### src/wth_pkg.sv
// Shared types and constants for the word tokenizer and hash bucket block.
`timescale 1ns / 1ps
`default_nettype none

package wth_pkg;

    // Skip states of the tokenizer
    localparam logic [1:0] SKIP_NONE  = 2'd0;
    localparam logic [1:0] SKIP_LONG  = 2'd1;
    localparam logic [1:0] SKIP_DIGIT = 2'd2;

    // ASCII landmarks
    localparam logic [7:0] CH_UPPER_A = 8'h41;
    localparam logic [7:0] CH_UPPER_Z = 8'h5A;
    localparam logic [7:0] CH_LOWER_A = 8'h61;
    localparam logic [7:0] CH_LOWER_Z = 8'h7A;
    localparam logic [7:0] CH_ZERO    = 8'h30;
    localparam logic [7:0] CH_NINE    = 8'h39;
    localparam logic [7:0] CH_APOS    = 8'h27;
    localparam logic [7:0] CASE_BIT   = 8'h20;

    // Word queue between front and back
    localparam int unsigned QUEUE_DEPTH = 4;

    // Finished word: seeded 32-bit hash and its length
    typedef struct packed {
        logic [31:0] hash;
        logic [5:0]  len;
    } t_word;

    // Queue handshake between the tokenizer and the queue
    typedef struct packed {
        logic  push;
        t_word data;
    } t_push;

endpackage

`default_nettype wire

### src/wth_front.sv
// Tokenizer front end: classifies bytes, runs the rotate-xor hash, emits finished words.
`timescale 1ns / 1ps
`default_nettype none

module wth_front #(
    parameter int unsigned MAX_WORD = 50
) (
    input  wire logic        i_clk,
    input  wire logic        i_rst_n,
    input  wire logic        i_take,
    input  wire logic [7:0]  i_text_byte,
    input  wire logic        i_end_of_text,
    output wth_pkg::t_push   o_push
);

    logic [31:0] r_hash, n_hash;
    logic [5:0]  r_count, n_count;
    logic [1:0]  r_skip, n_skip;

    logic        is_upper, is_lower, is_letter, is_digit, is_apos;
    logic [7:0]  lower_byte;
    logic [7:0]  count_x5;
    logic [4:0]  seed_rot;
    logic [63:0] seed_dbl;
    logic [31:0] seed;

    // Byte classification
    assign is_upper  = (i_text_byte >= wth_pkg::CH_UPPER_A) &&
                       (i_text_byte <= wth_pkg::CH_UPPER_Z);
    assign is_lower  = (i_text_byte >= wth_pkg::CH_LOWER_A) &&
                       (i_text_byte <= wth_pkg::CH_LOWER_Z);
    assign is_letter = is_upper || is_lower;
    assign is_digit  = (i_text_byte >= wth_pkg::CH_ZERO) &&
                       (i_text_byte <= wth_pkg::CH_NINE);
    assign is_apos   = (i_text_byte == wth_pkg::CH_APOS);
    assign lower_byte = is_upper ? (i_text_byte | wth_pkg::CASE_BIT) : i_text_byte;

    // Length seed: count rotated left by 5*count mod 32
    assign count_x5 = {r_count, 2'b00} + {2'b00, r_count};
    assign seed_rot = count_x5[4:0];
    assign seed_dbl = {26'd0, r_count, 26'd0, r_count} << seed_rot;
    assign seed     = seed_dbl[63:32];

    // Next-state logic of the tokenizer
    always_comb begin
        n_hash       = r_hash;
        n_count      = r_count;
        n_skip       = r_skip;
        o_push.push  = 1'b0;
        o_push.data.hash = seed ^ r_hash;
        o_push.data.len  = r_count;
        if (i_take) begin
            if (i_end_of_text) begin
                n_hash  = '0;
                n_count = '0;
                n_skip  = wth_pkg::SKIP_NONE;
            end else begin
                case (r_skip)
                    wth_pkg::SKIP_LONG: begin
                        if (!is_letter) begin
                            n_skip = wth_pkg::SKIP_NONE;
                        end
                    end
                    wth_pkg::SKIP_DIGIT: begin
                        if (!is_letter && !is_digit) begin
                            n_skip = wth_pkg::SKIP_NONE;
                        end
                    end
                    default: begin
                        if (is_letter || (is_apos && (r_count != '0))) begin
                            if (r_count >= 6'(MAX_WORD)) begin
                                n_hash  = '0;
                                n_count = '0;
                                n_skip  = wth_pkg::SKIP_LONG;
                            end else begin
                                n_hash  = {r_hash[26:0], r_hash[31:27]} ^ {24'd0, lower_byte};
                                n_count = r_count + 6'd1;
                            end
                        end else if (is_digit) begin
                            n_hash  = '0;
                            n_count = '0;
                            n_skip  = wth_pkg::SKIP_DIGIT;
                        end else if (r_count != '0) begin
                            o_push.push = 1'b1;
                            n_hash  = '0;
                            n_count = '0;
                        end
                    end
                endcase
            end
        end
    end

    always_ff @(posedge i_clk) begin
        if (!i_rst_n) begin
            r_hash  <= '0;
            r_count <= '0;
            r_skip  <= wth_pkg::SKIP_NONE;
        end else begin
            r_hash  <= n_hash;
            r_count <= n_count;
            r_skip  <= n_skip;
        end
    end

endmodule

`default_nettype wire

### src/wth_queue.sv
// Short word queue that decouples the tokenizer from the modulo pipeline.
`timescale 1ns / 1ps
`default_nettype none

module wth_queue (
    input  wire logic        i_clk,
    input  wire logic        i_rst_n,
    input  wire wth_pkg::t_push i_push,
    input  wire logic        i_pop,
    output wth_pkg::t_word   o_head,
    output logic             o_empty,
    output logic             o_full
);

    localparam int unsigned DEPTH = wth_pkg::QUEUE_DEPTH;
    localparam int unsigned AW    = $clog2(DEPTH);

    wth_pkg::t_word    r_mem [0:DEPTH-1];
    logic [AW-1:0]     r_wr, r_rd;
    logic [AW:0]       r_cnt;
    logic              do_pop;

    assign o_empty = (r_cnt == '0);
    assign o_full  = (r_cnt == (AW+1)'(DEPTH));
    assign o_head  = r_mem[r_rd];
    assign do_pop  = i_pop && !o_empty;

    // Storage
    always_ff @(posedge i_clk) begin
        if (i_push.push) begin
            r_mem[r_wr] <= i_push.data;
        end
    end

    // Pointers and fill count
    always_ff @(posedge i_clk) begin
        if (!i_rst_n) begin
            r_wr  <= '0;
            r_rd  <= '0;
            r_cnt <= '0;
        end else begin
            if (i_push.push) begin
                r_wr <= r_wr + AW'(1);
            end
            if (do_pop) begin
                r_rd <= r_rd + AW'(1);
            end
            r_cnt <= r_cnt + (AW+1)'(i_push.push) - (AW+1)'(do_pop);
        end
    end

endmodule

`default_nettype wire

### src/wth_mod.sv
// Back end: restoring modulo pipeline, one conditional subtract per stage.
`timescale 1ns / 1ps
`default_nettype none

module wth_mod #(
    parameter logic [31:0] BUCKETS = 32'd1000003
) (
    input  wire logic        i_clk,
    input  wire logic        i_rst_n,
    input  wire logic        i_in_valid,
    input  wire wth_pkg::t_word i_word,
    input  wire logic        i_stall,
    output logic             o_adv,
    output logic             o_valid,
    output logic [19:0]      o_bucket,
    output logic [5:0]       o_word_length
);

    // Bits to hold BUCKETS; one step per shift that keeps BUCKETS<<k below 2^32
    localparam int unsigned BW    = $clog2(33'(BUCKETS) + 33'd1);
    localparam int unsigned NSTEP = 33 - BW;

    logic [31:0] r_rem [0:NSTEP-1];
    logic [5:0]  r_len [0:NSTEP-1];
    logic        r_vld [0:NSTEP-1];

    // Whole pipeline moves unless the output register is full and stalled
    assign o_adv = !r_vld[NSTEP-1] || !i_stall;

    genvar s;
    generate
        for (s = 0; s < NSTEP; s++) begin : g_step
            localparam logic [63:0] SUB = 64'(BUCKETS) << (NSTEP - 1 - s);
            logic [31:0] rem_in, rem_out;
            logic [5:0]  len_in;
            logic        vld_in;

            if (s == 0) begin : g_first
                assign rem_in = i_word.hash;
                assign len_in = i_word.len;
                assign vld_in = i_in_valid;
            end else begin : g_next
                assign rem_in = r_rem[s-1];
                assign len_in = r_len[s-1];
                assign vld_in = r_vld[s-1];
            end

            // Conditional subtract of the shifted modulus
            assign rem_out = (rem_in >= SUB[31:0]) ? (rem_in - SUB[31:0]) : rem_in;

            always_ff @(posedge i_clk) begin
                if (o_adv) begin
                    r_rem[s] <= rem_out;
                    r_len[s] <= len_in;
                end
            end

            always_ff @(posedge i_clk) begin
                if (!i_rst_n) begin
                    r_vld[s] <= 1'b0;
                end else if (o_adv) begin
                    r_vld[s] <= vld_in;
                end
            end
        end
    endgenerate

    assign o_valid       = r_vld[NSTEP-1];
    assign o_bucket      = r_rem[NSTEP-1][19:0];
    assign o_word_length = r_len[NSTEP-1];

endmodule

`default_nettype wire

### src/word_tokenizer_hash_bucket.sv
// Top level: tokenizer front end, word queue and modulo pipeline.
//
//  channel | signals                          | direction | payload
//  --------+----------------------------------+-----------+-----------------------------
//  text in | i_valid / o_stall                | in        | i_text_byte, i_end_of_text
//  words   | o_valid / i_stall                | out       | o_bucket, o_word_length
//
// One byte is taken every cycle while the word queue has room; the hash update is
// a single rotate and xor. A finished word leaves the queue into the modulo pipeline,
// 33 - clog2(BUCKETS+1) stages deep (13 at the default), the last stage being the output
// register. An output stall freezes the pipeline while that register holds a word; the
// queue then fills and o_stall rises. Synchronous reset clears control and hash state.
`timescale 1ns / 1ps
`default_nettype none

module word_tokenizer_hash_bucket #(
    parameter int unsigned MAX_WORD = 50,
    parameter logic [31:0] BUCKETS  = 32'd1000003
) (
    input  wire logic        i_clk,
    input  wire logic        i_rst_n,
    input  wire logic        i_valid,
    output logic             o_stall,
    input  wire logic [7:0]  i_text_byte,
    input  wire logic        i_end_of_text,
    output logic             o_valid,
    input  wire logic        i_stall,
    output logic [19:0]      o_bucket,
    output logic [5:0]       o_word_length
);

    wth_pkg::t_push push;
    wth_pkg::t_word head;
    logic           q_empty, q_full, adv, take;

    // Input transaction accepted when the queue can take a word
    assign o_stall = q_full;
    assign take    = i_valid && !q_full;

    wth_front #(
        .MAX_WORD (MAX_WORD)
    ) u_front (
        .i_clk         (i_clk),
        .i_rst_n       (i_rst_n),
        .i_take        (take),
        .i_text_byte   (i_text_byte),
        .i_end_of_text (i_end_of_text),
        .o_push        (push)
    );

    wth_queue u_queue (
        .i_clk   (i_clk),
        .i_rst_n (i_rst_n),
        .i_push  (push),
        .i_pop   (adv),
        .o_head  (head),
        .o_empty (q_empty),
        .o_full  (q_full)
    );

    wth_mod #(
        .BUCKETS (BUCKETS)
    ) u_mod (
        .i_clk         (i_clk),
        .i_rst_n       (i_rst_n),
        .i_in_valid    (!q_empty),
        .i_word        (head),
        .i_stall       (i_stall),
        .o_adv         (adv),
        .o_valid       (o_valid),
        .o_bucket      (o_bucket),
        .o_word_length (o_word_length)
    );

endmodule

`default_nettype wire
### config.mk
export PLATFORM = sky130hd
export DESIGN_NAME = word_tokenizer_hash_bucket
export DESIGN_NICKNAME = d
export VERILOG_FILES = /design/src/wth_pkg.sv /design/src/wth_front.sv /design/src/wth_queue.sv /design/src/wth_mod.sv /design/src/word_tokenizer_hash_bucket.sv
export SDC_FILE = /design/constraint.sdc
export NUM_CORES = 1
export LEC_CHECK = 0
export ABC_CLOCK_PERIOD_IN_PS = 39700
export BUFFER_PORTS_ARGS = -buffer_cell sky130_fd_sc_hd__buf_2
export CORE_MARGIN = 5
export CORE_UTILIZATION = 30
export DETAILED_ROUTE_END_ITERATION = 7
export HOLD_SLACK_MARGIN = 0.05
export PLACE_DENSITY_LB_ADDON = 0.25
export SETUP_SLACK_MARGIN = 0.5
export SLEW_MARGIN = 20
export SYNTH_ARGS = -nofsm -noshare
export SYNTH_HDL_FRONTEND = slang
export SYNTH_HIERARCHICAL = 1
export SYNTH_SLANG_ARGS = --single-unit
### constraint.sdc
create_clock -name i_clk -period 39.7 [get_ports i_clk]
set_input_delay 5.955 -clock i_clk [delete_from_list [all_inputs] [get_ports i_clk]]
set_output_delay 5.955 -clock i_clk [all_outputs]
set_load 0.01 [all_outputs]
=== After elaboration in Yosys (flattened, before gate mapping) ===
Memory sizes are Yosys's and may differ from the RTL's. A register that Yosys moved wholly into a read port is not among the register bits.
Cells that the tools add are included.

* Logic and storage cells: 157
* Memories kept: 4
* Output and inout bits: 28
* Register bits: 47
* RAM bits: 659
* Input port bits: 13

* Reductions and logical operators: 23
* Mux-type cells: 61
* Add/subtract/negate cells: 19
* Bitwise logic cells: 15
* Shift operators: 1
* Order comparisons: 20
* Eq/ne operators: 8

{| class="wikitable"
|+ Memory list
! name !! depth !! bits a word !! read ports !! clocked after memory_dff !! write ports !! RTL line !! text
|-
| u_mod.r_rem || 13 || 32 || 13 || 0 || 13 || wth_mod.sv:23 || <nowiki>logic [31:0] r_rem [0:NSTEP-1];</nowiki>
|-
| u_queue.r_mem || 4 || 38 || 1 || 1 || 1 || wth_queue.sv:18 || <nowiki>wth_pkg::t_word r_mem [0:DEPTH-1];</nowiki>
|-
| u_mod.r_len || 13 || 6 || 13 || 0 || 13 || wth_mod.sv:24 || <nowiki>logic [5:0] r_len [0:NSTEP-1];</nowiki>
|-
| u_mod.r_vld || 13 || 1 || 13 || 0 || 13 || wth_mod.sv:25 || <nowiki>logic r_vld [0:NSTEP-1];</nowiki>
|}

{| class="wikitable"
|+ Operators by type and width
! operator !! count
|-
| 32-bit 2-to-1 mux || 19
|-
| 38-bit by 5-bit << shifter with 64-bit output || 1
|-
| 6-bit 2-to-1 mux || 7
|-
| 32-bit by 20-bit greater-or-equal comparator with 1-bit output, second input constant || 1
|-
| 32-bit by 21-bit greater-or-equal comparator with 1-bit output, second input constant || 1
|-
| 32-bit by 22-bit greater-or-equal comparator with 1-bit output, second input constant || 1
|-
| 32-bit by 23-bit greater-or-equal comparator with 1-bit output, second input constant || 1
|-
| 32-bit by 24-bit greater-or-equal comparator with 1-bit output, second input constant || 1
|-
| 32-bit by 25-bit greater-or-equal comparator with 1-bit output, second input constant || 1
|-
| 32-bit by 26-bit greater-or-equal comparator with 1-bit output, second input constant || 1
|-
| 32-bit by 27-bit greater-or-equal comparator with 1-bit output, second input constant || 1
|-
| 32-bit by 28-bit greater-or-equal comparator with 1-bit output, second input constant || 1
|-
| 32-bit by 29-bit greater-or-equal comparator with 1-bit output, second input constant || 1
|-
| 32-bit by 30-bit greater-or-equal comparator with 1-bit output, second input constant || 1
|-
| 32-bit by 31-bit greater-or-equal comparator with 1-bit output, second input constant || 1
|-
| 32-bit greater-or-equal comparator, second input constant || 1
|-
| 32-bit by 20-bit subtractor with 32-bit output, second input constant || 1
|-
| 32-bit by 21-bit subtractor with 32-bit output, second input constant || 1
|-
| 32-bit by 22-bit subtractor with 32-bit output, second input constant || 1
|-
| 32-bit by 23-bit subtractor with 32-bit output, second input constant || 1
|-
| 32-bit by 24-bit subtractor with 32-bit output, second input constant || 1
|-
| 32-bit by 25-bit subtractor with 32-bit output, second input constant || 1
|-
| 32-bit by 26-bit subtractor with 32-bit output, second input constant || 1
|-
| 32-bit by 27-bit subtractor with 32-bit output, second input constant || 1
|-
| 39 further kinds || 99
|}

=== Longest topological paths before layout ===
Gate-level depths: netlist (run 1).

* Word-level depth: 10
* Depth in mapped cells: 11

=== By module ===
The synthesis (run 1) kept the hierarchy.

{| class="wikitable"
|+ Modules (own cells, without submodules)
! module !! cells each !! area each (sq um) !! times used
|-
| wth_mod || 1,708 || 22,602.9 || 1
|-
| wth_queue || 243 || 5,972.0 || 1
|-
| wth_front || 327 || 2,622.5 || 1
|-
| word_tokenizer_hash_bucket || 2 || 17.5 || 1
|}

=== Worst setup path before layout (run 1) ===
OpenSTA, ideal clock, no wires.

* Kind: in2reg
* Start point: input i_stall
* End point: register with a tool-made name
* Slack: 17.327 ns
* Library setup time: 0.141 ns
* Required time: 39.559 ns
* Data arrival time: 22.232 ns
* Cell stages on the path: 4
* Cell sequence: nand2_1 clkbuf_1 o311ai_0 mux2i_1

{| class="wikitable"
|+ RTL lines
! what !! RTL line !! text
|-
| from (decl) || word_tokenizer_hash_bucket.sv:27 || <nowiki>input wire logic i_stall,</nowiki>
|}

==> results of run 1 <==
-- worst min path at each step --
stage,startpoint,endpoint,slack (ns),depth (start not counted)
2_1_floorplan,u_mod/r_len[0][4],u_mod/r_len[0][10],0.40,0
3_3_place_gp,u_mod/r_rem[0][32],u_mod/r_rem[0][64],0.40,0
3_5_place_dp,u_mod/r_len[0][13],u_mod/r_len[0][19],0.40,0
4_1_cts,u_mod/r_rem[1][67],u_mod/r_rem[1][99],0.42,0
5_1_grt,u_mod/r_rem[1][67],u_mod/r_rem[1][99],0.42,0
6_report,u_mod/r_rem[1][67],u_mod/r_rem[1][99],0.41,0
-- final cells by class --
class / instances / area [um^2]
fill: 9927 / 67900
clock inverter: 51 / 493
tap: 1380 / 1730
multi-input combinational: 1493 / 10400
clock buffer: 92 / 2070
timing repair buffer: 57 / 362
sequential: 696 / 20400
inverter: 33 / 124
-- state kept, by name, summed over array words and instances (netlist names), named ones only --
| signal | flops |
|---|---|
| u_front/r_count | 6 |
| u_front/r_hash | 32 |
| u_front/r_skip | 2 |
| u_mod/r_len | 78 |
| u_mod/r_rem | 404 |
| u_mod/r_vld | 13 |
| u_queue/r_cnt | 3 |
| u_queue/r_mem | 152 |
| u_queue/r_rd | 2 |
| u_queue/r_wr | 2 |
-- power by group --
part           leakage, nW  internal [mW]  switching [mW]  total, mW
Sequential            6.84           1.14           0.207       1.34
Clock                 1.25          0.415           0.292      0.707
Combinational         4.19          0.311           0.334      0.645
Total                 12.3           1.86           0.833       2.70
-- cells by family (layout without fill, tap and decap cells) --
kind of cell               after synthesis  in the layout  share of synthesized area
buffers and inverters                   91            233                     0.0141
xor gates and xnor gates               323            323                     0.0911
adders and majority gates               28             28                     0.0117
AOI/OAI and AO/OA                      303            303                     0.0667
and+or+nand+nor                        771            771                      0.125
muxes                                   68             68                     0.0378
DFF                                    696            696                      0.654
-- per-stage QoR --
stage | instances | setup slack, ns | hold WS (ns) | power [mW] | area [um^2]
CTS | 3800 | 30.61 | 0.416 | 2.73 | 35500
floorplan | 2280 | 17.33 | 0.400 | 1.82 | 31200
global route | 3802 | 30.66 | 0.418 | 2.87 | 35600
detailed placement | 3657 | 29.96 | 0.405 | 2.01 | 33000
global placement | 3656 | 29.80 | 0.401 | 1.99 | 33000
finish | 3802 | 30.90 | 0.414 | 2.70 | 35600
-- routing by layer --
layer	vias to the layer above	wire length, um	GRT usage
met3	104	2220	0.0206
met5	-	0	0
met1	8968	24200	0.124
met2	305	30500	0.191
met4	0	1500	0.0330
li1	8820	-	-
-- placed cells by master (no fill, tap or decap), types with 30 or more instances in the layout --
cell type                   netlist  layout
sky130_fd_sc_hd__xor2_1         154     154
sky130_fd_sc_hd__dfxtp_1         50      49
sky130_fd_sc_hd__clkbuf_16        0      81
sky130_fd_sc_hd__inv_1           32      32
sky130_fd_sc_hd__or3_1           30      30
sky130_fd_sc_hd__mux4_2          38      38
sky130_fd_sc_hd__nand3_1         44      44
sky130_fd_sc_hd__edfxtp_1       646     646
sky130_fd_sc_hd__xnor2_1        168     168
sky130_fd_sc_hd__nand4_1         30      30
sky130_fd_sc_hd__nor4_1          47      47
sky130_fd_sc_hd__o21ai_0         54      54
sky130_fd_sc_hd__nor3_1          71      71
sky130_fd_sc_hd__buf_2           16      41
sky130_fd_sc_hd__nand2_1        182     181
sky130_fd_sc_hd__nor2_1         192     192
sky130_fd_sc_hd__a21oi_1         57      57
sky130_fd_sc_hd__a22oi_1         34      34
==> flow_summary.html, run 1 <==
<table>
<tr><th>Metric</th><th>Value</th></tr>
<tr><th colspan="2">Status</th></tr>
<tr><td>Status</td><td>complete, no violations</td></tr>
<tr><th colspan="2">Cells and area</th></tr>
<tr><td>Final Net Count</td><td>2,402</td></tr>
<tr><td>Share of post-route cells with drive strength above 1</td><td>0.109</td></tr>
<tr><td>Count of antenna diodes in the layout</td><td>0</td></tr>
<tr><td>Final core area utilization</td><td>0.344</td></tr>
<tr><td>Area added between synthesis and finish</td><td>14.0%</td></tr>
<tr><th colspan="2">Critical path</th></tr>
<tr><td>Critical-path top delay cell</td><td>sky130_fd_sc_hd__buf_4</td></tr>
<tr><td>Stage delay of the slowest cell on the critical path</td><td>0.88 ns</td></tr>
<tr><td>Arrival time of data at the critical path endpoint</td><td>9.01 ns</td></tr>
<tr><td>CP startpoint</td><td>i_stall</td></tr>
<tr><td>Flop2flop setup slack</td><td>35.83 ns</td></tr>
<tr><td>Cells traversed along the worst timing path</td><td>buf_2 &gt; nand2_4 &gt; buf_4 &gt; buf_4 &gt; buf_6</td></tr>
<tr><td>WS Path Type</td><td>input pin to register</td></tr>
<tr><td>Critical path endpoint</td><td>u_mod/r_rem[2][117]</td></tr>
<tr><td>Path length in cells of the critical path</td><td>5</td></tr>
<tr><td>Kind of start point of the critical path</td><td>input pin</td></tr>
<tr><td>Kind of cell adding the most delay to the critical path</td><td>buffers and inverters</td></tr>
<tr><td>Worst-path maximum fanout</td><td>90</td></tr>
<tr><td>End of the worst register-to-register path</td><td>u_mod/r_rem[0][16]</td></tr>
<tr><td>Total buffers and inverters traversed by the critical path</td><td>4</td></tr>
<tr><td>Worst Path Required</td><td>39.91 ns</td></tr>
<tr><td>Reg2reg path depth</td><td>8</td></tr>
<tr><td>Cell type with the highest occurrence count on the critical path</td><td>sky130_fd_sc_hd__buf_4</td></tr>
<tr><td>Sort of element at the end of the critical path</td><td>register</td></tr>
<tr><th colspan="2">Worst hold path</th></tr>
<tr><td>Class of the tightest hold or removal check</td><td>register to register</td></tr>
<tr><th colspan="2">Power and ir drop</th></tr>
<tr><td>Power density over cell area</td><td>75.8 mW/mm^2</td></tr>
<tr><td>Leakage power summed over all cells</td><td>12.3 nW</td></tr>
<tr><td>Maximum VDD drop</td><td>0.0323 mV</td></tr>
<tr><th colspan="2">Clocking</th></tr>
<tr><td>Later-pin clock latency in the skew report</td><td>0.63 ns</td></tr>
<tr><td>Num Clock Sinks</td><td>696</td></tr>
<tr><td>Hold-fix buffer count after cts</td><td>0</td></tr>
<tr><td>Number of buffers on the longest clock path</td><td>3</td></tr>
<tr><td>CTS-repair resized insts</td><td>0</td></tr>
<tr><td>CTS tree</td><td>yes</td></tr>
<tr><td>Total setup buffers inserted after CTS</td><td>0</td></tr>
<tr><td>Clock-pin slew reported for the worst setup and hold paths after clock tree synthesis</td><td>0.06 ns</td></tr>
<tr><td>Number of buffers created by CTS</td><td>80</td></tr>
<tr><td>Clock tree root driver cell</td><td>sky130_fd_sc_hd__clkbuf_16</td></tr>
<tr><td>H-Tree Depth</td><td>3</td></tr>
<tr><th colspan="2">STA</th></tr>
<tr><td>Slew @ Worst Pin</td><td>1.09 ns</td></tr>
<tr><td>Total of endpoints with negative setup slack in the final report</td><td>0</td></tr>
<tr><td>Count of final max-slew check failures</td><td>0</td></tr>
<tr><td>Accumulated negative setup slack</td><td>0 ns</td></tr>
<tr><td>Tmin final</td><td>8.80 ns</td></tr>
<tr><td>Hold Violations, Final</td><td>0</td></tr>
<tr><td>Largest clock skew in the final design</td><td>0.0476 ns</td></tr>
<tr><td>Timing-limited maximum frequency</td><td>114 MHz</td></tr>
<tr><td>Setup repair after global routing missed its margin</td><td>no</td></tr>
<tr><td>Slew headroom</td><td>0.263</td></tr>
<tr><td>Final clock period utilization by the worst path</td><td>0.222</td></tr>
<tr><th colspan="2">Logic synthesis</th></tr>
<tr><td>Number of synthesized flops with an enable pin</td><td>646</td></tr>
<tr><td>Synthesized area per cell</td><td>13.7 um^2</td></tr>
<tr><td>Count of cell types in the netlist</td><td>86</td></tr>
<tr><td>Cell with the most instances after synthesis</td><td>sky130_fd_sc_hd__edfxtp_1</td></tr>
<tr><td>Biggest area contributors in the synthesized netlist</td><td>sky130_fd_sc_hd__edfxtp_1, sky130_fd_sc_hd__xnor2_1, sky130_fd_sc_hd__xor2_1</td></tr>
<tr><td>Fraction of registers with async set/reset</td><td>0</td></tr>
<tr><td>Seq/Total Area, Yosys</td><td>0.654</td></tr>
<tr><td>Post-synthesis cell count</td><td>2,280</td></tr>
<tr><td>Flops &amp; latches, synth</td><td>696</td></tr>
<tr><td>Most common library cells after synthesis</td><td>sky130_fd_sc_hd__edfxtp_1, sky130_fd_sc_hd__nor2_1, sky130_fd_sc_hd__nand2_1</td></tr>
<tr><td>Most frequently used flop master after synthesis</td><td>sky130_fd_sc_hd__edfxtp_1</td></tr>
<tr><td>Synth area leader</td><td>sky130_fd_sc_hd__edfxtp_1</td></tr>
<tr><td>Area share of the leading cell type in the synthesized netlist</td><td>0.621</td></tr>
<tr><td>Number of warning messages in the yosys log</td><td>6</td></tr>
<tr><td>Post-synth design cell area</td><td>0.0312 mm^2</td></tr>
<tr><td>Synthesized netlist net count</td><td>2,321</td></tr>
<tr><th colspan="2">Floorplan</th></tr>
<tr><td>Standard-cell rows</td><td>118</td></tr>
<tr><td>Core area</td><td>0.103 mm^2</td></tr>
<tr><td>Horiz. Die Dim</td><td>333 um</td></tr>
<tr><td>Die Footprint</td><td>0.111 mm^2</td></tr>
<tr><td>Top-level port count</td><td>41</td></tr>
<tr><td>Die Y</td><td>333 um</td></tr>
<tr><td>Starting density of the core</td><td>0.302</td></tr>
<tr><th colspan="2">Placed design</th></tr>
<tr><td>Placer Congestion</td><td>0.801</td></tr>
<tr><td>DP Wirelength</td><td>39,200 um</td></tr>
<tr><td>Quantity of I/O buffers inserted on ports</td><td>40</td></tr>
<tr><th colspan="2">Route</th></tr>
<tr><td>Residual antenna-violating net count after detailed routing</td><td>0</td></tr>
<tr><td>DR iter-0 viols</td><td>1,134</td></tr>
<tr><td>Vias per std cell</td><td>4.79</td></tr>
<tr><td>Post-route DRC violation count</td><td>0</td></tr>
<tr><td>Detailed-route via count</td><td>18,200</td></tr>
<tr><td>Initial DRT Pass Iterations</td><td>6</td></tr>
<tr><td>Post-detailed-routing wire length</td><td>58,400 um</td></tr>
<tr><td>Average wire per cell in the routed design</td><td>15.4 um</td></tr>
<tr><th colspan="2">Run</th></tr>
<tr><td>Reported max-cap violation count</td><td>0</td></tr>
<tr><th colspan="2">GRT</th></tr>
<tr><td>Initial antenna violation count</td><td>0</td></tr>
<tr><td>Maximum number of pins on one net before global-route repair</td><td>218</td></tr>
<tr><td>Sum of overflow across all layers after global routing</td><td>0</td></tr>
<tr><td>First-pass GRT wire length</td><td>97,400 um</td></tr>
<tr><td>GRT Util Overall</td><td>0.105</td></tr>
<tr><td>Via count of the first global-routing pass</td><td>18,700</td></tr>
</table>
(Power assumes the default switching activity.)
==> run 2: changes to the inputs <==
--- a/config.mk
+++ b/config.mk
@@ -5,7 +5,8 @@
 export SDC_FILE = /design/constraint.sdc
 export NUM_CORES = 1
 export LEC_CHECK = 0
-export ABC_CLOCK_PERIOD_IN_PS = 39700
+export ABC_AREA = 1
+export ABC_CLOCK_PERIOD_IN_PS = 8000
 export BUFFER_PORTS_ARGS = -buffer_cell sky130_fd_sc_hd__buf_2
 export CORE_MARGIN = 5
 export CORE_UTILIZATION = 30
==> constraint.sdc (replaced) <==
create_clock -name i_clk -period 8 [get_ports i_clk]
set_input_delay 1.2 -clock i_clk [delete_from_list [all_inputs] [get_ports i_clk]]
set_output_delay 1.2 -clock i_clk [all_outputs]
set_load 0.01 [all_outputs]
==> flow_summary.html, run 2 <==
<table>
<tr><th>Metric</th><th>Value</th></tr>
<tr><th colspan="2">STA</th></tr>
<tr><td>Accumulated negative setup slack</td><td>0 ns</td></tr>
<tr><td>Total of endpoints with negative setup slack in the final report</td><td>0</td></tr>
<tr><td>Final clock period utilization by the worst path</td><td>0.414</td></tr>
<tr><td>Crit path setup slack, layout</td><td>4.69 ns</td></tr>
<tr><td>Hold Violations, Final</td><td>0</td></tr>
<tr><td>Timing-limited maximum frequency</td><td>302 MHz</td></tr>
<tr><td>Count of final max-slew check failures</td><td>0</td></tr>
<tr><td>Largest clock skew in the final design</td><td>0.0392 ns</td></tr>
<tr><td>Tmin final</td><td>3.31 ns</td></tr>
<tr><td>Slew @ Worst Pin</td><td>0.973 ns</td></tr>
<tr><td>Slew headroom</td><td>0.351</td></tr>
<tr><td>Final hold slack</td><td>0.412 ns</td></tr>
<tr><td>Setup repair after global routing missed its margin</td><td>no</td></tr>
<tr><th colspan="2">Placed design</th></tr>
<tr><td>Placed cell areas</td><td>0.0408 mm^2</td></tr>
<tr><td>DP Wirelength</td><td>67,300 um</td></tr>
<tr><td>Placed instance count</td><td>6,398</td></tr>
<tr><td>Placer Congestion</td><td>0.864</td></tr>
<tr><td>Quantity of I/O buffers inserted on ports</td><td>40</td></tr>
<tr><td>DP Worst Slack</td><td>4.49 ns</td></tr>
<tr><th colspan="2">Critical path</th></tr>
<tr><td>Stage delay of the slowest cell on the critical path</td><td>0.48 ns</td></tr>
<tr><td>Worst Path Required</td><td>8.40 ns</td></tr>
<tr><td>Flop2flop setup slack</td><td>4.69 ns</td></tr>
<tr><td>Kind of start point of the critical path</td><td>register</td></tr>
<tr><td>Sort of element at the end of the critical path</td><td>register</td></tr>
<tr><td>WS Path Type</td><td>register to register</td></tr>
<tr><td>Worst-path maximum fanout</td><td>46</td></tr>
<tr><td>Total buffers and inverters traversed by the critical path</td><td>3</td></tr>
<tr><td>Cells traversed along the worst timing path</td><td>inv_2 &gt; buf_4 &gt; o21ai_0 &gt; o22ai_1 &gt; ha_1 &gt; nor2_1 &gt; nand4_1 &gt; nand3_1 &gt; nand3_1 &gt; nand2_2 &gt; inv_2 &gt; o21ai_0</td></tr>
<tr><td>Kind of cell adding the most delay to the critical path</td><td>buffers and inverters</td></tr>
<tr><td>Arrival time of data at the critical path endpoint</td><td>3.72 ns</td></tr>
<tr><td>Critical-path top delay cell</td><td>sky130_fd_sc_hd__buf_4</td></tr>
<tr><td>End of the worst register-to-register path</td><td>u_mod/r_rem[0][15]</td></tr>
<tr><td>Reg2reg path depth</td><td>12</td></tr>
<tr><th colspan="2">Cells and area</th></tr>
<tr><td>Count of antenna diodes in the layout</td><td>0</td></tr>
<tr><td>Area of all placed cells without fillers</td><td>0.0436 mm^2</td></tr>
<tr><td>Most common library cell in the layout ignoring fill and taps</td><td>sky130_fd_sc_hd__nand2_1</td></tr>
<tr><td>Share of post-route cells with drive strength above 1</td><td>0.0678</td></tr>
<tr><td>Final core area utilization</td><td>0.336</td></tr>
<tr><td>Biggest register</td><td>u_mod/r_rem</td></tr>
<tr><td>Area added between synthesis and finish</td><td>11.2%</td></tr>
<tr><td>Most used cells in the layout excluding fill and tap cells</td><td>sky130_fd_sc_hd__nand2_1, sky130_fd_sc_hd__edfxtp_1, sky130_fd_sc_hd__nor2_1, sky130_fd_sc_hd__inv_1, sky130_fd_sc_hd__nand3_1</td></tr>
<tr><td>Final Net Count</td><td>4,782</td></tr>
<tr><td>Biggest regs</td><td>u_mod/r_rem x404, u_queue/r_mem x152, u_mod/r_len x78</td></tr>
<tr><td>Flip-flop count of the largest register after layout</td><td>404</td></tr>
<tr><td>Number of non-filler instances in the completed layout</td><td>6,547</td></tr>
<tr><th colspan="2">GRT</th></tr>
<tr><td>GRT Util Overall</td><td>0.134</td></tr>
<tr><td>First-pass GRT wire length</td><td>151,000 um</td></tr>
<tr><td>Initial antenna violation count</td><td>0</td></tr>
<tr><td>Sum of overflow across all layers after global routing</td><td>0</td></tr>
<tr><td>Via count of the first global-routing pass</td><td>28,200</td></tr>
<tr><td>Maximum number of pins on one net before global-route repair</td><td>132</td></tr>
<tr><th colspan="2">Logic synthesis</th></tr>
<tr><td>Flops &amp; latches, synth</td><td>696</td></tr>
<tr><td>Most frequently used flop master after synthesis</td><td>sky130_fd_sc_hd__edfxtp_1</td></tr>
<tr><td>Compound-cell area share of the yosys netlist</td><td>0.0669</td></tr>
<tr><td>Fraction of registers with async set/reset</td><td>0</td></tr>
<tr><td>Area share of xor/xnor cells in the synthesized design</td><td>0.0392</td></tr>
<tr><td>Number of warning messages in the yosys log</td><td>6</td></tr>
<tr><td>Synthesized area per cell</td><td>8.30 um^2</td></tr>
<tr><td>Synthesized-area fraction occupied by and/or/nand/nor cells</td><td>0.288</td></tr>
<tr><td>Synthesized netlist net count</td><td>4,759</td></tr>
<tr><td>Dominant combinational cell family by area after synthesis</td><td>simple AND/OR/NAND/NOR gates</td></tr>
<tr><td>Post-synthesis cell count</td><td>4,718</td></tr>
<tr><td>Biggest area contributors in the synthesized netlist</td><td>sky130_fd_sc_hd__edfxtp_1, sky130_fd_sc_hd__nand2_1, sky130_fd_sc_hd__nor2_1</td></tr>
<tr><td>Synth area leader</td><td>sky130_fd_sc_hd__edfxtp_1</td></tr>
<tr><td>Most common library cells after synthesis</td><td>sky130_fd_sc_hd__nand2_1, sky130_fd_sc_hd__edfxtp_1, sky130_fd_sc_hd__nor2_1</td></tr>
<tr><td>Seq/Total Area, Yosys</td><td>0.521</td></tr>
<tr><td>Adder and majority cell fraction of the synthesized area</td><td>0.00933</td></tr>
<tr><td>Count of cell types in the netlist</td><td>54</td></tr>
<tr><td>Area share of the leading cell type in the synthesized netlist</td><td>0.495</td></tr>
<tr><td>Cell with the most instances after synthesis</td><td>sky130_fd_sc_hd__nand2_1</td></tr>
<tr><td>Post-synth design cell area</td><td>0.0392 mm^2</td></tr>
<tr><td>Mux cell area share after synthesis</td><td>0.000256</td></tr>
<tr><td>Number of synthesized flops with an enable pin</td><td>646</td></tr>
<tr><th colspan="2">Status</th></tr>
<tr><td>Status</td><td>complete, no violations</td></tr>
<tr><th colspan="2">Route</th></tr>
<tr><td>Initial DRT Pass Iterations</td><td>6</td></tr>
<tr><td>Vias per std cell</td><td>4.58</td></tr>
<tr><td>Average wire per cell in the routed design</td><td>14.3 um</td></tr>
<tr><td>Detailed-route via count</td><td>30,000</td></tr>
<tr><td>Post-detailed-routing wire length</td><td>93,800 um</td></tr>
<tr><td>DR iter-0 viols</td><td>2,230</td></tr>
<tr><td>Post-route DRC violation count</td><td>0</td></tr>
<tr><td>Residual antenna-violating net count after detailed routing</td><td>0</td></tr>
<tr><th colspan="2">Floorplan</th></tr>
<tr><td>Horiz. Die Dim</td><td>371 um</td></tr>
<tr><td>Standard-cell rows</td><td>132</td></tr>
<tr><td>Die Y</td><td>371 um</td></tr>
<tr><td>Core area</td><td>0.130 mm^2</td></tr>
<tr><td>Starting density of the core</td><td>0.302</td></tr>
<tr><td>Top-level port count</td><td>41</td></tr>
<tr><td>Die Footprint</td><td>0.138 mm^2</td></tr>
<tr><th colspan="2">Clocking</th></tr>
<tr><td>H-Tree Depth</td><td>3</td></tr>
<tr><td>Later-pin clock latency in the skew report</td><td>0.69 ns</td></tr>
<tr><td>CTS tree</td><td>yes</td></tr>
<tr><td>Number of buffers on the longest clock path</td><td>3</td></tr>
<tr><td>Num Clock Sinks</td><td>696</td></tr>
<tr><td>CTS-repair resized insts</td><td>0</td></tr>
<tr><td>Total setup buffers inserted after CTS</td><td>0</td></tr>
<tr><td>Hold-fix buffer count after cts</td><td>0</td></tr>
<tr><td>Clock tree root driver cell</td><td>sky130_fd_sc_hd__clkbuf_16</td></tr>
<tr><td>Number of buffers created by CTS</td><td>83</td></tr>
<tr><td>Clock-pin slew reported for the worst setup and hold paths after clock tree synthesis</td><td>0.06 ns</td></tr>
<tr><th colspan="2">Run</th></tr>
<tr><td>Reported max-cap violation count</td><td>0</td></tr>
<tr><th colspan="2">Power and ir drop</th></tr>
<tr><td>Maximum VDD drop</td><td>0.182 mV</td></tr>
<tr><td>Power density over cell area</td><td>422 mW/mm^2</td></tr>
<tr><td>Overall power after layout</td><td>18.4 mW</td></tr>
<tr><td>Leakage power summed over all cells</td><td>18.4 nW</td></tr>
<tr><th colspan="2">Worst hold path</th></tr>
<tr><td>Hold path startpoint</td><td>u_mod/r_rem[0][8]</td></tr>
<tr><td>Class of the tightest hold or removal check</td><td>register to register</td></tr>
<tr><td>End point of the worst hold path</td><td>u_mod/r_rem[0][40]</td></tr>
<tr><td>Number of cells on the worst hold path</td><td>0</td></tr>
</table>
[run 2: area by class of cell]
| class | count | area (um^2) |
|---|---|---|
| fillers | 13500 | 86100 |
| flip-flops and latches | 696 | 20400 |
| multi-input cells | 3359 | 15800 |
| well taps | 1742 | 2180 |
| clock buffers | 96 | 2160 |
| inverters | 547 | 2060 |
| clock inverters | 53 | 601 |
| repair buffers | 54 | 330 |
[run 2: how the worst max path moves through the flow]
stage	startpoint	end	slack, ns	cells after the start
2_1_floorplan	i_stall	u_queue/r_cnt[1]	2.23	9
3_3_place_gp	i_text_byte[5]	u_queue/r_mem[0][12]	4.47	15
3_5_place_dp	i_text_byte[7]	u_queue/r_mem[0][11]	4.49	15
4_1_cts	register	u_mod/r_rem[0][19]	4.61	12
5_1_grt	register	u_mod/r_rem[0][19]	4.17	12
6_report	register	u_mod/r_rem[0][15]	4.69	12
[run 2: layer usage]
metal	wire length, um	GRT usage	up-vias
met5	0	0	-
met3	3850	0.0202	136
li1	-	-	15500
met1	46100	0.189	13800
met2	41600	0.214	504
met4	2320	0.0414	0
[run 2: logic make-up after synthesis]
kind of cell / count (synthesis)
buf+inv: 663
mux: 1
fa+ha+maj: 28
compound gates: 490
simple gates: 2668
xor+xnor: 172
flops: 696
[run 2: worst reg2reg max path: stages (launching register included)]
cell and delay [ns]:
sky130_fd_sc_hd__dfxtp_2 0.40, sky130_fd_sc_hd__inv_2 0.40, sky130_fd_sc_hd__buf_4 0.49, sky130_fd_sc_hd__o21ai_0 0.15, sky130_fd_sc_hd__o22ai_1 0.30, sky130_fd_sc_hd__ha_1 0.24
sky130_fd_sc_hd__nor2_1 0.07, sky130_fd_sc_hd__nand4_1 0.12, sky130_fd_sc_hd__nand3_1 0.11, sky130_fd_sc_hd__nand3_1 0.12, sky130_fd_sc_hd__nand2_2 0.14, sky130_fd_sc_hd__inv_2 0.32
sky130_fd_sc_hd__o21ai_0 0.16
[run 2: where the power goes]
group          total [mW]  switching, mW  leakage (nW)  internal [mW]
Clock                3.77           1.56          1.32           2.21
Sequential           7.49           1.34          7.11           6.15
Combinational        7.10           4.80          10.0           2.30
==> run 3: changes to the inputs <==
--- a/config.mk
+++ b/config.mk
@@ -6,7 +6,7 @@
 export NUM_CORES = 1
 export LEC_CHECK = 0
 export ABC_AREA = 1
-export ABC_CLOCK_PERIOD_IN_PS = 8000
+export ABC_CLOCK_PERIOD_IN_PS = 3000
 export BUFFER_PORTS_ARGS = -buffer_cell sky130_fd_sc_hd__buf_2
 export CORE_MARGIN = 5
 export CORE_UTILIZATION = 30
==> constraint.sdc (replaced) <==
create_clock -name i_clk -period 3 [get_ports i_clk]
set_input_delay 0.45 -clock i_clk [delete_from_list [all_inputs] [get_ports i_clk]]
set_output_delay 0.45 -clock i_clk [all_outputs]
set_load 0.01 [all_outputs]
==> flow_summary.html, run 3 (synthesis results as in run 2) <==
<table>
<tr><th>Metric</th><th>Value</th></tr>
<tr><th colspan="2">Power and ir drop</th></tr>
<tr><td>Maximum VDD drop</td><td>0.558 mV</td></tr>
<tr><td>Power density over cell area</td><td>1120 mW/mm^2</td></tr>
<tr><td>Leakage power summed over all cells</td><td>18.7 nW</td></tr>
<tr><th colspan="2">STA</th></tr>
<tr><td>Hold Violations, Final</td><td>0</td></tr>
<tr><td>Largest clock skew in the final design</td><td>0.0540 ns</td></tr>
<tr><td>Slew @ Worst Pin</td><td>0.804 ns</td></tr>
<tr><td>Slew headroom</td><td>0.464</td></tr>
<tr><td>Crit path setup slack, layout</td><td>0.606 ns</td></tr>
<tr><td>Setup repair after global routing missed its margin</td><td>no</td></tr>
<tr><td>Accumulated negative setup slack</td><td>0 ns</td></tr>
<tr><td>Count of final max-slew check failures</td><td>0</td></tr>
<tr><td>Total of endpoints with negative setup slack in the final report</td><td>0</td></tr>
<tr><td>Final clock period utilization by the worst path</td><td>0.798</td></tr>
<tr><td>Tmin final</td><td>2.39 ns</td></tr>
<tr><td>Timing-limited maximum frequency</td><td>418 MHz</td></tr>
<tr><th colspan="2">Cells and area</th></tr>
<tr><td>Most common library cell in the layout ignoring fill and taps</td><td>sky130_fd_sc_hd__nand2_1</td></tr>
<tr><td>Biggest register</td><td>u_mod/r_rem</td></tr>
<tr><td>Fillers</td><td>13,400</td></tr>
<tr><td>Area added between synthesis and finish</td><td>12.9%</td></tr>
<tr><td>Final Net Count</td><td>4,817</td></tr>
<tr><td>Number of non-filler instances in the completed layout</td><td>6,586</td></tr>
<tr><td>Flip-flop count of the largest register after layout</td><td>404</td></tr>
<tr><td>Most used cells in the layout excluding fill and tap cells</td><td>sky130_fd_sc_hd__nand2_1, sky130_fd_sc_hd__edfxtp_1, sky130_fd_sc_hd__nor2_1, sky130_fd_sc_hd__inv_1, sky130_fd_sc_hd__nand3_1</td></tr>
<tr><td>Count of antenna diodes in the layout</td><td>0</td></tr>
<tr><td>Biggest regs</td><td>u_mod/r_rem x404, u_queue/r_mem x152, u_mod/r_len x78</td></tr>
<tr><td>Share of post-route cells with drive strength above 1</td><td>0.0813</td></tr>
<tr><th colspan="2">Route</th></tr>
<tr><td>Detailed-route via count</td><td>30,300</td></tr>
<tr><td>Vias per std cell</td><td>4.60</td></tr>
<tr><td>Post-detailed-routing wire length</td><td>94,900 um</td></tr>
<tr><td>Residual antenna-violating net count after detailed routing</td><td>0</td></tr>
<tr><td>DR iter-0 viols</td><td>2,237</td></tr>
<tr><td>Initial DRT Pass Iterations</td><td>6</td></tr>
<tr><td>Average wire per cell in the routed design</td><td>14.4 um</td></tr>
<tr><td>Post-route DRC violation count</td><td>0</td></tr>
<tr><th colspan="2">Critical path</th></tr>
<tr><td>End of the worst register-to-register path</td><td>u_queue/r_mem[0][13]</td></tr>
<tr><td>Flop2flop setup slack</td><td>0.61 ns</td></tr>
<tr><td>Worst-path maximum fanout</td><td>16</td></tr>
<tr><td>Critical R2R Launch</td><td>u_front/r_count[2]</td></tr>
<tr><td>Reg2reg path depth</td><td>5</td></tr>
<tr><td>Worst Path Required</td><td>3.41 ns</td></tr>
<tr><td>WS Path Type</td><td>register to register</td></tr>
<tr><td>Sort of element at the end of the critical path</td><td>register</td></tr>
<tr><td>Arrival time of data at the critical path endpoint</td><td>2.80 ns</td></tr>
<tr><td>Kind of start point of the critical path</td><td>register</td></tr>
<tr><th colspan="2">Placed design</th></tr>
<tr><td>DP Wirelength</td><td>69,200 um</td></tr>
<tr><td>DP Worst Slack</td><td>0.234 ns</td></tr>
<tr><td>Placed instance count</td><td>6,429</td></tr>
<tr><td>Placer Congestion</td><td>0.869</td></tr>
<tr><td>Quantity of I/O buffers inserted on ports</td><td>40</td></tr>
<tr><th colspan="2">Floorplan</th></tr>
<tr><td>Horiz. Die Dim</td><td>371 um</td></tr>
<tr><td>Standard-cell rows</td><td>132</td></tr>
<tr><td>Core area</td><td>0.130 mm^2</td></tr>
<tr><td>Starting density of the core</td><td>0.302</td></tr>
<tr><td>Die Footprint</td><td>0.138 mm^2</td></tr>
<tr><td>Top-level port count</td><td>41</td></tr>
<tr><td>Die Y</td><td>371 um</td></tr>
<tr><th colspan="2">Run</th></tr>
<tr><td>Reported max-cap violation count</td><td>0</td></tr>
<tr><th colspan="2">GRT</th></tr>
<tr><td>Maximum number of pins on one net before global-route repair</td><td>130</td></tr>
<tr><td>Sum of overflow across all layers after global routing</td><td>0</td></tr>
<tr><td>Initial antenna violation count</td><td>0</td></tr>
<tr><td>First-pass GRT wire length</td><td>153,000 um</td></tr>
<tr><td>Via count of the first global-routing pass</td><td>28,300</td></tr>
<tr><td>GRT Util Overall</td><td>0.136</td></tr>
<tr><th colspan="2">Worst hold path</th></tr>
<tr><td>Hold path startpoint</td><td>i_rst_n</td></tr>
<tr><td>End point of the worst hold path</td><td>u_queue/r_cnt[1]</td></tr>
<tr><td>Number of cells on the worst hold path</td><td>3</td></tr>
<tr><td>Class of the tightest hold or removal check</td><td>input pin to register</td></tr>
<tr><th colspan="2">Clocking</th></tr>
<tr><td>Later-pin clock latency in the skew report</td><td>0.68 ns</td></tr>
<tr><td>Number of buffers on the longest clock path</td><td>3</td></tr>
<tr><td>H-Tree Depth</td><td>3</td></tr>
<tr><td>Clock tree root driver cell</td><td>sky130_fd_sc_hd__clkbuf_16</td></tr>
<tr><td>Clock-pin slew reported for the worst setup and hold paths after clock tree synthesis</td><td>0.06 ns</td></tr>
<tr><td>Number of buffers created by CTS</td><td>81</td></tr>
<tr><td>Num Clock Sinks</td><td>696</td></tr>
<tr><td>Hold-fix buffer count after cts</td><td>0</td></tr>
<tr><td>CTS tree</td><td>yes</td></tr>
<tr><th colspan="2">Status</th></tr>
<tr><td>Status</td><td>complete, no violations</td></tr>
</table>
==> run 3: worst max path at each step <==
| stage | startpoint | endpoint | slack [ns] | cells after the start |
|---|---|---|---|---|
| after floorplan | u_mod/r_vld[6][0] | u_queue/r_cnt[1] | -0.68 | 9 |
| after global placement | register | u_mod/r_rem[0][29] | 0.34 | 11 |
| after detailed placement | register | u_mod/r_rem[0][31] | 0.23 | 11 |
| after CTS | u_front/r_count[2] | u_queue/r_mem[3][9] | 0.45 | 6 |
| after global routing | u_front/r_count[0] | u_queue/r_mem[3][24] | 0.51 | 7 |
| final | u_front/r_count[2] | u_queue/r_mem[0][13] | 0.61 | 5 |
==> run 3: critical path, cell delays in order, from the launching register on <==
cell and delay (ns):
sky130_fd_sc_hd__dfxtp_2 0.39, sky130_fd_sc_hd__ha_1 0.22, sky130_fd_sc_hd__fa_1 0.56, sky130_fd_sc_hd__clkinvlp_4 0.28, sky130_fd_sc_hd__nand3_1 0.19, sky130_fd_sc_hd__xor2_1 0.47
==> run 3: power breakdown <==
group	internal [mW]	switching, mW	total (mW)
Clock	5.99	4.12	10.1
Sequential	16.4	3.53	19.9
Combinational	6.50	13.0	19.5
Total	28.9	20.7	49.6
==> run 3: area by class of cell <==
cell class	instances	area, um^2	share of cell area
clock buffer	100	2130	0.0482
clock inverter	51	658	0.0149
inverter	547	2090	0.0472
multi-input combinational	3360	16000	0.362
sequential	696	20400	0.462
tap	1742	2180	0.0493
timing repair buffer	90	737	0.0167
==> run 3: repair_timing <==
item,in CTS,in global routing
pin swaps,0,2
endpoints found under the setup margin,92,307
setup buffers,1,3
endpoints found under the hold margin,0,0
gates resized for setup,13,36
cloned,1,1
==> run 3: routing by layer <==
layer  GRT usage  share of wire  vias to the layer above
met5           0              0                        -
met4      0.0368          0.018                        0
met3      0.0208          0.047                       98
met2       0.216           0.44                      605
met1       0.194           0.49                    14000
li1            -              -                    15600
==> run 3: metrics by stage <==
step / power [mW] / cell area (um^2) / hold WS, ns / util
after global placement: 39.2 / 41200 / 0.401 / 0.317
after global routing: 53.8 / 44200 / 0.124 / 0.341
after CTS: 49.9 / 44000 / 0.0706 / 0.340
after detailed placement: 39.3 / 41200 / 0.405 / 0.317
final: 49.6 / 44200 / 0.143 / 0.341
after floorplan: 33.6 / 39200 / 0.400 / -
